### src/rtl/kpc_pkg.sv
// ----------------------------------------------------------------------------
// kpc_pkg: shared types and constants of the keypad calculator
// Key codes, operation codes, arithmetic unit states and handoff structs.
// ----------------------------------------------------------------------------
package kpc_pkg;

  localparam int VALUE_BITS  = 32;
  localparam int MAX_DIGITS  = 9;
  localparam int KEY_W       = 8;
  localparam int RESULT_W    = 32;
  localparam int DIGIT_CNT_W = $clog2(MAX_DIGITS + 1);
  localparam int ITER_CNT_W  = $clog2(VALUE_BITS);

  localparam logic [KEY_W-1:0] KEY_EQ   = 8'h3D;
  localparam logic [KEY_W-1:0] KEY_MUL  = 8'h2A;
  localparam logic [KEY_W-1:0] KEY_DIV  = 8'h2F;
  localparam logic [KEY_W-1:0] KEY_ADD  = 8'h2B;
  localparam logic [KEY_W-1:0] KEY_SUB  = 8'h2D;
  localparam logic [KEY_W-1:0] KEY_ZERO = 8'h30;
  localparam logic [KEY_W-1:0] KEY_NINE = 8'h39;

  typedef enum logic [1:0] {
    OP_SUB = 2'd0,
    OP_MUL = 2'd1,
    OP_DIV = 2'd2,
    OP_ADD = 2'd3
  } op_e;

  typedef enum logic [2:0] {
    ALU_IDLE,
    ALU_MUL,
    ALU_DIV,
    ALU_FIX,
    ALU_DONE
  } alu_state_e;

  typedef struct packed {
    logic                  start;
    op_e                   op;
    logic [VALUE_BITS-1:0] opa;
    logic [VALUE_BITS-1:0] opb;
  } kpc_start_t;

  typedef struct packed {
    logic idle;
    logic done;
  } kpc_status_t;

  // sign-extend or wrap an operand-width value to the result width
  function automatic logic [RESULT_W-1:0] to_result(input logic [VALUE_BITS-1:0] v);
    logic signed [VALUE_BITS-1:0] s;
    s = v;
    return RESULT_W'(s);
  endfunction

endpackage

### src/rtl/kpc_entry.sv
// ----------------------------------------------------------------------------
// kpc_entry: key decoder and operand entry
// Builds the two decimal operands, tracks the operator and entry phase, and
// issues a start to the arithmetic unit on a result key.
// ----------------------------------------------------------------------------
module kpc_entry
  import kpc_pkg::*;
(
  input  logic             clk_i,
  input  logic             rst_ni,
  input  logic             accept_i,
  input  logic [KEY_W-1:0] key_i,
  output kpc_start_t       start_o
);

  logic [VALUE_BITS-1:0]  first_q, first_d;
  logic [VALUE_BITS-1:0]  second_q, second_d;
  logic                   first_stop_q, first_stop_d;
  logic                   second_stop_q, second_stop_d;
  logic [DIGIT_CNT_W-1:0] first_cnt_q, first_cnt_d;
  logic [DIGIT_CNT_W-1:0] second_cnt_q, second_cnt_d;
  op_e                    op_q, op_d;
  logic [1:0]             phase_q, phase_d;

  logic                   is_digit;
  logic                   is_op;
  logic                   compute;
  logic [3:0]             digit;
  logic [VALUE_BITS-1:0]  first_next;
  logic [VALUE_BITS-1:0]  second_next;

  assign is_digit = (key_i >= KEY_ZERO) && (key_i <= KEY_NINE);
  assign is_op    = (key_i == KEY_MUL) || (key_i == KEY_DIV) ||
                    (key_i == KEY_ADD) || (key_i == KEY_SUB);
  // phase two (or the unused three) turns any key into a result key
  assign compute  = (key_i == KEY_EQ) || phase_q[1];
  assign digit    = 4'(key_i - KEY_ZERO);

  // value * 10 + digit
  assign first_next  = (first_q << 3) + (first_q << 1) + VALUE_BITS'(digit);
  assign second_next = (second_q << 3) + (second_q << 1) + VALUE_BITS'(digit);

  always_comb begin
    first_d       = first_q;
    second_d      = second_q;
    first_stop_d  = first_stop_q;
    second_stop_d = second_stop_q;
    first_cnt_d   = first_cnt_q;
    second_cnt_d  = second_cnt_q;
    op_d          = op_q;
    phase_d       = phase_q;
    if (accept_i) begin
      if (compute) begin
        first_d       = '0;
        second_d      = '0;
        first_stop_d  = 1'b0;
        second_stop_d = 1'b0;
        first_cnt_d   = '0;
        second_cnt_d  = '0;
        phase_d       = '0;
      end else if (is_op) begin
        case (key_i)
          KEY_MUL: op_d = OP_MUL;
          KEY_DIV: op_d = OP_DIV;
          KEY_ADD: op_d = OP_ADD;
          default: op_d = OP_SUB;
        endcase
        phase_d = phase_q + 2'd1;
      end else if (phase_q == 2'd0) begin
        if (!is_digit) begin
          first_stop_d = 1'b1;
        end else if (!first_stop_q && (first_cnt_q < DIGIT_CNT_W'(MAX_DIGITS))) begin
          first_d     = first_next;
          first_cnt_d = first_cnt_q + DIGIT_CNT_W'(1);
        end
      end else begin
        if (!is_digit) begin
          second_stop_d = 1'b1;
        end else if (!second_stop_q && (second_cnt_q < DIGIT_CNT_W'(MAX_DIGITS))) begin
          second_d     = second_next;
          second_cnt_d = second_cnt_q + DIGIT_CNT_W'(1);
        end
      end
    end
  end

  always_ff @(posedge clk_i or negedge rst_ni) begin
    if (!rst_ni) begin
      first_q       <= '0;
      second_q      <= '0;
      first_stop_q  <= 1'b0;
      second_stop_q <= 1'b0;
      first_cnt_q   <= '0;
      second_cnt_q  <= '0;
      op_q          <= OP_SUB;
      phase_q       <= '0;
    end else begin
      first_q       <= first_d;
      second_q      <= second_d;
      first_stop_q  <= first_stop_d;
      second_stop_q <= second_stop_d;
      first_cnt_q   <= first_cnt_d;
      second_cnt_q  <= second_cnt_d;
      op_q          <= op_d;
      phase_q       <= phase_d;
    end
  end

  assign start_o.start = accept_i && compute;
  assign start_o.op    = op_q;
  assign start_o.opa   = first_q;
  assign start_o.opb   = second_q;

endmodule

### src/rtl/kpc_alu.sv
// ----------------------------------------------------------------------------
// kpc_alu: iterative arithmetic unit
// Add and subtract in one step; multiply by shift-add and divide by
// restoring division, one operand bit per cycle. Holds the result until ack.
// ----------------------------------------------------------------------------
module kpc_alu
  import kpc_pkg::*;
(
  input  logic                  clk_i,
  input  logic                  rst_ni,
  input  kpc_start_t            start_i,
  input  logic                  ack_i,
  output kpc_status_t           status_o,
  output logic [VALUE_BITS-1:0] result_o,
  output logic                  div_zero_o
);

  alu_state_e state_q, state_d;

  logic [VALUE_BITS-1:0] acc_q, acc_d;
  logic [VALUE_BITS-1:0] opa_q, opa_d;
  logic [VALUE_BITS-1:0] opb_q, opb_d;
  logic [VALUE_BITS-1:0] rem_q, rem_d;
  logic [ITER_CNT_W-1:0] cnt_q, cnt_d;
  logic                  neg_q, neg_d;
  logic                  dz_q, dz_d;

  logic                  a_neg;
  logic                  b_neg;
  logic                  b_zero;
  logic [VALUE_BITS:0]   trial;

  assign a_neg  = start_i.opa[VALUE_BITS-1];
  assign b_neg  = start_i.opb[VALUE_BITS-1];
  assign b_zero = (start_i.opb == '0);
  assign trial  = {rem_q, opa_q[VALUE_BITS-1]} - {1'b0, opb_q};

  // next state
  always_comb begin
    state_d = state_q;
    case (state_q)
      ALU_IDLE: begin
        if (start_i.start) begin
          case (start_i.op)
            OP_MUL:  state_d = ALU_MUL;
            OP_DIV:  state_d = b_zero ? ALU_DONE : ALU_DIV;
            default: state_d = ALU_DONE;
          endcase
        end
      end
      ALU_MUL: if (cnt_q == '0) state_d = ALU_DONE;
      ALU_DIV: if (cnt_q == '0) state_d = ALU_FIX;
      ALU_FIX: state_d = ALU_DONE;
      ALU_DONE: if (ack_i) state_d = ALU_IDLE;
      default: state_d = ALU_IDLE;
    endcase
  end

  // outputs
  always_comb begin
    status_o.idle = (state_q == ALU_IDLE);
    status_o.done = (state_q == ALU_DONE);
  end

  assign result_o   = acc_q;
  assign div_zero_o = dz_q;

  // datapath
  always_comb begin
    acc_d = acc_q;
    opa_d = opa_q;
    opb_d = opb_q;
    rem_d = rem_q;
    cnt_d = cnt_q;
    neg_d = neg_q;
    dz_d  = dz_q;
    case (state_q)
      ALU_IDLE: begin
        cnt_d = ITER_CNT_W'(VALUE_BITS - 1);
        rem_d = '0;
        neg_d = a_neg ^ b_neg;
        dz_d  = 1'b0;
        opa_d = start_i.opa;
        opb_d = start_i.opb;
        case (start_i.op)
          OP_ADD: acc_d = start_i.opa + start_i.opb;
          OP_SUB: acc_d = start_i.opa - start_i.opb;
          OP_DIV: begin
            acc_d = '0;
            dz_d  = b_zero;
            // magnitudes; the most negative value maps onto itself, read unsigned
            if (a_neg) opa_d = '0 - start_i.opa;
            if (b_neg) opb_d = '0 - start_i.opb;
          end
          default: acc_d = '0;
        endcase
      end
      ALU_MUL: begin
        if (opb_q[0]) acc_d = acc_q + opa_q;
        opa_d = opa_q << 1;
        opb_d = opb_q >> 1;
        cnt_d = cnt_q - ITER_CNT_W'(1);
      end
      ALU_DIV: begin
        // quotient bits shift into opa as the dividend shifts out
        if (!trial[VALUE_BITS]) begin
          rem_d = trial[VALUE_BITS-1:0];
        end else begin
          rem_d = {rem_q[VALUE_BITS-2:0], opa_q[VALUE_BITS-1]};
        end
        opa_d = {opa_q[VALUE_BITS-2:0], ~trial[VALUE_BITS]};
        cnt_d = cnt_q - ITER_CNT_W'(1);
      end
      ALU_FIX: acc_d = neg_q ? ('0 - opa_q) : opa_q;
      default: ;
    endcase
  end

  always_ff @(posedge clk_i or negedge rst_ni) begin
    if (!rst_ni) begin
      state_q <= ALU_IDLE;
    end else begin
      state_q <= state_d;
    end
  end

  always_ff @(posedge clk_i) begin
    acc_q <= acc_d;
    opa_q <= opa_d;
    opb_q <= opb_d;
    rem_q <= rem_d;
    cnt_q <= cnt_d;
    neg_q <= neg_d;
    dz_q  <= dz_d;
  end

endmodule

### src/rtl/keypad_two_operand_calculator_top.sv
// ----------------------------------------------------------------------------
// keypad_two_operand_calculator_top: four-function keypad calculator
// Results: digit/operator keys give none; a result key's transfer starts the arithmetic unit.
//   Add, subtract, divide by zero go straight to done; multiply and divide run their loop first.
// Throughput: one key per cycle while idle; a result key holds off input until the unit is done
//   (for multiply and divide, after the shift-add / restoring-divide loop) and the output register takes the result.
// Reset: async active low; operands, digit counts, phase cleared, operation set to subtract.
// ----------------------------------------------------------------------------
module keypad_two_operand_calculator_top
  import kpc_pkg::*;
(
  input  logic                clk_i,
  input  logic                rst_ni,
  input  logic                s_axis_tvalid,
  output logic                s_axis_tready,
  input  logic [KEY_W-1:0]    s_axis_tdata,   // [7:0] key_code
  output logic                m_axis_tvalid,
  input  logic                m_axis_tready,
  output logic [RESULT_W-1:0] m_axis_tdata,   // [31:0] result_value
  output logic                m_axis_tuser    // [0] divide_by_zero
);

  kpc_start_t            start;
  kpc_status_t           status;
  logic [VALUE_BITS-1:0] alu_result;
  logic                  alu_dz;
  logic                  accept;
  logic                  load;

  logic                  out_valid_q, out_valid_d;
  logic [RESULT_W-1:0]   out_data_q;
  logic                  out_dz_q;

  assign s_axis_tready = status.idle;
  assign accept        = s_axis_tvalid && s_axis_tready;
  // result register takes the unit's result when empty or draining
  assign load          = status.done && (!out_valid_q || m_axis_tready);

  kpc_entry u_entry (
    .clk_i    (clk_i),
    .rst_ni   (rst_ni),
    .accept_i (accept),
    .key_i    (s_axis_tdata),
    .start_o  (start)
  );

  kpc_alu u_alu (
    .clk_i      (clk_i),
    .rst_ni     (rst_ni),
    .start_i    (start),
    .ack_i      (load),
    .status_o   (status),
    .result_o   (alu_result),
    .div_zero_o (alu_dz)
  );

  always_comb begin
    out_valid_d = out_valid_q;
    if (load) begin
      out_valid_d = 1'b1;
    end else if (m_axis_tready) begin
      out_valid_d = 1'b0;
    end
  end

  always_ff @(posedge clk_i or negedge rst_ni) begin
    if (!rst_ni) begin
      out_valid_q <= 1'b0;
    end else begin
      out_valid_q <= out_valid_d;
    end
  end

  always_ff @(posedge clk_i) begin
    if (load) begin
      out_data_q <= to_result(alu_result);
      out_dz_q   <= alu_dz;
    end
  end

  assign m_axis_tvalid = out_valid_q;
  assign m_axis_tdata  = out_data_q;
  assign m_axis_tuser  = out_dz_q;

endmodule

### config.mk
export PLATFORM = sky130hd
export DESIGN_NAME = keypad_two_operand_calculator_top
export DESIGN_NICKNAME = d
export VERILOG_FILES = /design/src/rtl/kpc_pkg.sv /design/src/rtl/kpc_entry.sv /design/src/rtl/kpc_alu.sv /design/src/rtl/keypad_two_operand_calculator_top.sv
export SDC_FILE = /design/constraint.sdc
export NUM_CORES = 1
export LEC_CHECK = 0
export ABC_AREA = 1
export BUFFER_PORTS_ARGS = -buffer_cell sky130_fd_sc_hd__buf_4
export CORE_ASPECT_RATIO = 1.75
export CORE_UTILIZATION = 52
export DETAILED_ROUTE_END_ITERATION = 8
export PLACE_DENSITY = 0.8
export SLEW_MARGIN = 15
export SYNTH_ARGS = -nofsm -noshare
export SYNTH_HDL_FRONTEND = slang
export SYNTH_SLANG_ARGS = --single-unit
### constraint.sdc
create_clock -name clk_i -period 3.7 [get_ports clk_i]
set_input_delay 0 -clock clk_i [delete_from_list [all_inputs] [get_ports clk_i]]
set_output_delay 0 -clock clk_i [all_outputs]
set_load 0.02 [all_outputs]
After elaboration in Yosys (flattened, before gate mapping):

Index checks and enable logic that the tools add are counted.

* $add $sub $neg: 16
* reductions and logical operators: 39
* bitwise operators: 3
* eq/ne operators: 20
* muxes and demuxes: 52
* magnitude comparators: 4

Operator list (number)
* two-way mux 32 bit: 17
* case mux 32 bit (2 select lines): 3
* case mux 32 bit (3 select lines): 2
* adder 32 bit: 4
* subtractor 1 x 32 -> 32 bit, first input constant: 3
* adder 32 x 4 -> 32 bit: 2
* == test 8 x 6 -> 1 bit, second input constant: 5
* two-way mux 4 bit: 10
* subtractor 33 x 32 -> 33 bit: 1
* logical NOT 32 bit: 1
* subtractor 32 bit: 1
* nonzero test 2 bit: 9
* two-way mux 3 bit: 5
* case mux 3 bit (5 select lines): 1
* != test 2 x 1 -> 1 bit, second input constant: 6
* AND reduction 4 bit: 3
* case mux 5 bit (2 select lines): 1
* AND reduction 5 bit: 2
* two-way mux 1 bit: 9
* adder 4 x 1 -> 4 bit, second input constant: 2
* greater-or-equal comparator 8 x 6 -> 1 bit, second input constant: 1
* less-or-equal comparator 8 x 6 -> 1 bit, second input constant: 1
* < comparator 4 bit, second input constant: 2
* == test 3 x 2 -> 1 bit, second input constant: 2
* other kinds (23): 41

* output and inout bits: 35
* flip-flop bits (word level): 250

Longest topological paths before layout:

* depth in word-level cells: 7
* depth in mapped cells: 24
* depth with buffers taken out: 24

Modules after synthesis:

A second synthesis with hierarchy kept.

* cell total of the unflattened synthesis: 4057
* area, all modules: 25787.2 µm²

By module, submodules not included
* kpc_alu: area an instance 16375.7 µm², times used 1, cells each 2717
* kpc_entry: area an instance 8364.3 µm², times used 1, cells each 1299
* keypad_two_operand_calculator_top: area an instance 1047.3 µm², times used 1, cells each 41

Worst setup path after synthesis:

OpenSTA, ideal clock, no wires.

* path kind: register to register
* start point: register u_alu.state_q[1]
* end point: register u_alu.acc_q[0] (netlist: u_alu.result_o[0]), enable pin
* arrival: 2.616 ns
* data required time: 3.268 ns
* setup slack: 0.652 ns
* stages on the path, launching flop included: 6
* library setup time: 0.432 ns
* path buffers: 1
* path through: dfrtp_1 -> inv_1 -> nand2_1 -> clkbuf_1 -> nor2_1 -> a21oi_1

* word-level cells in the longest chain between the ends: 3
* elaborated cells on any way between the ends: 6
* those cells by class: eq/ne (3); reduce/logical (3)

RTL lines
* start: declaration: RTL line kpc_alu.sv:18 `alu_state_e state_q, state_d;`
* start signal: assignment: RTL line kpc_alu.sv:123 `state_q <= state_d;`
* == test 3 x 1 -> 1 bit (tied with other cells): RTL line kpc_alu.sv:77 `case (state_q)`
* != test 2 x 1 -> 1 bit (no line) / nonzero test 3 bit (equally long branches)
* AND reduction 2 bit (no line) *
* end signal: assignment: RTL line kpc_alu.sv:128 `acc_q <= acc_d;`
* end: declaration: RTL line kpc_alu.sv:20 `logic [VALUE_BITS-1:0] acc_q, acc_d;`

Every way passes the cells marked *; elsewhere a longest branch is shown, timed or not.
A chain may end at the register's enable or synchronous reset.

Final worst setup path:

* start point: register u_entry.second_q[0]
* end point: register u_alu.acc_q[28] (netlist: u_alu.result_o[28]) (data pin)

* word-level cells in the longest chain between the ends: 3
* elaborated cells on any way between the ends: 4
* those cells by class: add/sub (2); mux (2)

RTL lines
* start: declaration: RTL line kpc_entry.sv:17 `logic [VALUE_BITS-1:0] second_q, second_d;`
* start signal: assignment: RTL line kpc_entry.sv:99 `second_q <= second_d;`
* subtractor 32 bit / adder 32 bit (equally long branches): RTL line kpc_alu.sv:87, kpc_alu.sv:86
* case mux 32 bit (2 select lines) *: RTL line kpc_alu.sv:85 `case (start_i.op)`
* case mux 32 bit (3 select lines) *: RTL line kpc_alu.sv:77
* net u_alu.acc_d[28]: RTL line kpc_alu.sv:20

Mark *: on every way through the listed nets, which the timed path passes. The rest lies on a longest branch.

==> reports/results.ini <==
[worst_setup_path]
path_class=flip-flop to flip-flop
critPathLaunchType=flip-flop
max_stage_delay_ps=420
cp-end-kind=flip-flop
slowest_stage=ha_1
worstPathArrival_ps=3860
path_delay_family=simple AND/OR/NAND/NOR gates
required_ps=4020
crit_chain=inv_1 -> ha_2 -> nand2_1 -> nor2_4 -> nand2_2 -> nor2_4 -> buf_4 -> nand4_1 -> xor2_1 -> nand2_1 -> o21ai_0 -> ha_1 -> nand2_1 -> o21ai_0 -> nand2_1 -> nand2_1 -> a21oi_1 -> nand2_1 -> nand2_1 -> nand3_1 -> nand3_1
reg2reg_depth=21
cp.depth=21
cpMostUsedCell=nand2_1
path_max_fanout=5
path_buf_inv=2

[clocking]
cts_buffer_depth=3
numCtsBuffers=26
clk_pin_slew_worst_paths_ps=70
cts_root_buf=clkbuf_16
cts.sinks=250
clk_latency_ps=600
tritoncts=built
htree_levels=1

[floorplanning]
start_util=0.527
die_w_um=167
die_y_um=291
core_area_sq_um=47000
die-area_sq_um=48600
core.rowCount=105
io_pins=47

[route]
first_pass_iters=6
totalWireLength_um=89100
drt_iter0_markers=1741
viasPerCell=5.70
wl_per_cell_um=19.8
vias=25600
drc=0
ant_nets=0

[power_and_ir_drop]
p_leak_nw=14.0
vdd_drop_max_uv=1010
powerDensity_nw_per_um2=1020

[final_layout]
final_cell_area_sq_um=27200
drive_above_1_share=0.0753
antenna_cells=0
area_growth_pct=9.61
fill_cells=4695
final_net_count=4128

[logic_synthesis]
seq_area_frac_synth=0.286
yosysTopAreaCell=edfxtp_1
yosys_warnings=0
synth_top_area_share=0.203
synth-seq-cells=250
synth_cells=3794
avgSynthCellArea_sq_um=6.54
synthFlopType=edfxtp_1
ys_top_cells_by_area=edfxtp_1 (20%), nand2_1 (18%), ha_1 (11%)
synth_edf_count=168
synthArstFlopShare=0.328
syn_area_sq_um=24800
synth.distinct_cells=51
syn-num-nets=4037

[placed_design]
placed_cell_area_sq_um=26000
place_congestion=1.09
io_buffers=46
hpwlAfterDp_um=73000
dp_slack_ps=97.5

[global_routing]
overflow=0
grt_max_degree=56
grt_usage=0.367
antenna_found_initial=1
grt_pass1_vias=25200
grt_pass1_wl_um=137000

[timing]
slew_headroom=0.243
maxSlewViolCount=0
max_freq_ghz=0.283
rsz0062_at_grt=yes
tightest_slew_ps=1130
hold_viol_final=0
post-route-period-util=0.956
setup_viol=0
setup_ws_ps=161
clock-skew-final_ps=37.9
fin_crit_ps=3540

[worst_hold_path]
hold_path_class=input port to async pin

[run]
cap_violations=0

[run_status]
status=finished, final reports clean

power by group:
part	total, W	switching (W)	internal [W]
logic	0.0193	0.0130	0.00628
registers	0.00574	0.00129	0.00445
clock network	0.00278	0.00127	0.00151
cells in the final DEF (no fill, tap or decap), types with 13 or more instances in the layout:
cell type  count
o211ai_1      21
a21oi_1      206
dfrtp_1       82
clkbuf_16     26
o21ai_0      227
xnor2_1       14
nand3_1      302
nand3b_1      30
xor2_1        51
nand2_2       30
inv_1        550
nor2_1       374
nor2_2        32
or2_2         26
o21bai_1      13
ha_1         221
o22ai_1       23
nand2_4       14
buf_4        113
edfxtp_1     168
nand4_1       33
nor3_1        50
nand2_1     1151
o21ai_1       13
inv_2         13
cells by family after synthesis:
| family | synth area share |
|---|---|
| AOI/OAI and AO/OA | 0.116 |
| xor gates and xnor gates | 0.0233 |
| adders and majority gates | 0.119 |
| buffers and inverters | 0.0985 |
| DFF | 0.286 |
| and+or+nand+nor | 0.357 |
path summary, 6_finish.rpt:
kind                                     start             endpoint  slack (ps)
setup / recovery           u_entry.second_q[0]   u_alu.result_o[28]         160
hold / removal                          rst_ni        m_axis_tvalid          20
setup reg to reg           u_entry.second_q[0]   u_alu.result_o[28]         160
hold reg to reg              u_alu.result_o[0]      m_axis_tdata[0]         460
max in group asynchronous               rst_ni  u_entry.first_q[26]        2740
min in group clk_i             s_axis_tdata[7]   u_entry.phase_q[0]          30
stage by stage:
stage	hold slack, ps	TNS, ps	power, W	util	instances
2_1_floorplan	-296	0	0.0192	-	3794
3_3_place_gp	123	0	0.0242	0.554	4427
3_5_place_dp	123	0	0.0244	0.554	4427
4_1_cts	19.8	0	0.0273	0.575	4487
5_1_grt	110	-388	0.0302	0.578	4493
6_report	17.8	0	0.0278	0.578	4493
what timing repair did:
item	CTS	global route
resized for setup	0	33
hold buffers	12	0
setup endpoints to repair	0	19
endpoints found under the hold margin	68	0
buffers inserted	0	6
cells in the mapped netlist, types with 3 or more instances:
cell type and instances:
a21o_1 6, a21oi_1 211, a31oi_1 10, and2_1 7, buf_1 3, buf_2 14, buf_6 6, clkbuf_1 37
clkinv_1 4, dfrtp_1 82, edfxtp_1 168, fa_1 7, ha_1 224, inv_1 550, inv_2 13, nand2_1 1157
nand2_2 24, nand2_4 14, nand3_1 302, nand3b_1 30, nand4_1 33, nor2_1 384, nor2_2 26, nor3_1 53
nor3_2 5, nor4_1 9, o211ai_1 21, o21ai_0 230, o21ai_1 10, o21bai_1 13, o22ai_1 23, o31ai_1 4
or2_2 26, xnor2_1 14, xor2_1 52
state kept, by name (all words and copies together), names as in the netlist, 4 cells and up:
name,flops
m_axis_tdata,32
u_alu.cnt_q,5
u_alu.opa_q,32
u_alu.opb_q,32
u_alu.rem_q,32
u_alu.result_o,32
u_entry.first_cnt_q,4
u_entry.first_q,32
u_entry.second_cnt_q,4
u_entry.second_q,32
per-layer routing:
layer  global-route usage  wire length, um  up-vias
li1                     -                -    12600
met1                0.352            30400    11700
met2                0.658            44100      927
met3               0.0566             4850      404
met4                0.356             9790        2
met5                    0               13        -
final cells by class:
class | instances | area, sq um | area share
multi-input combinational | 2915 | 15400 | 0.566
sequential | 250 | 7100 | 0.261
inverter | 567 | 2130 | 0.0783
timing repair buffer | 125 | 968 | 0.0356
tap | 588 | 736 | 0.0271
clock buffer | 29 | 662 | 0.0243
clock inverter | 19 | 205 | 0.00755
No activity file was read; power rests on OpenSTA's default activity.
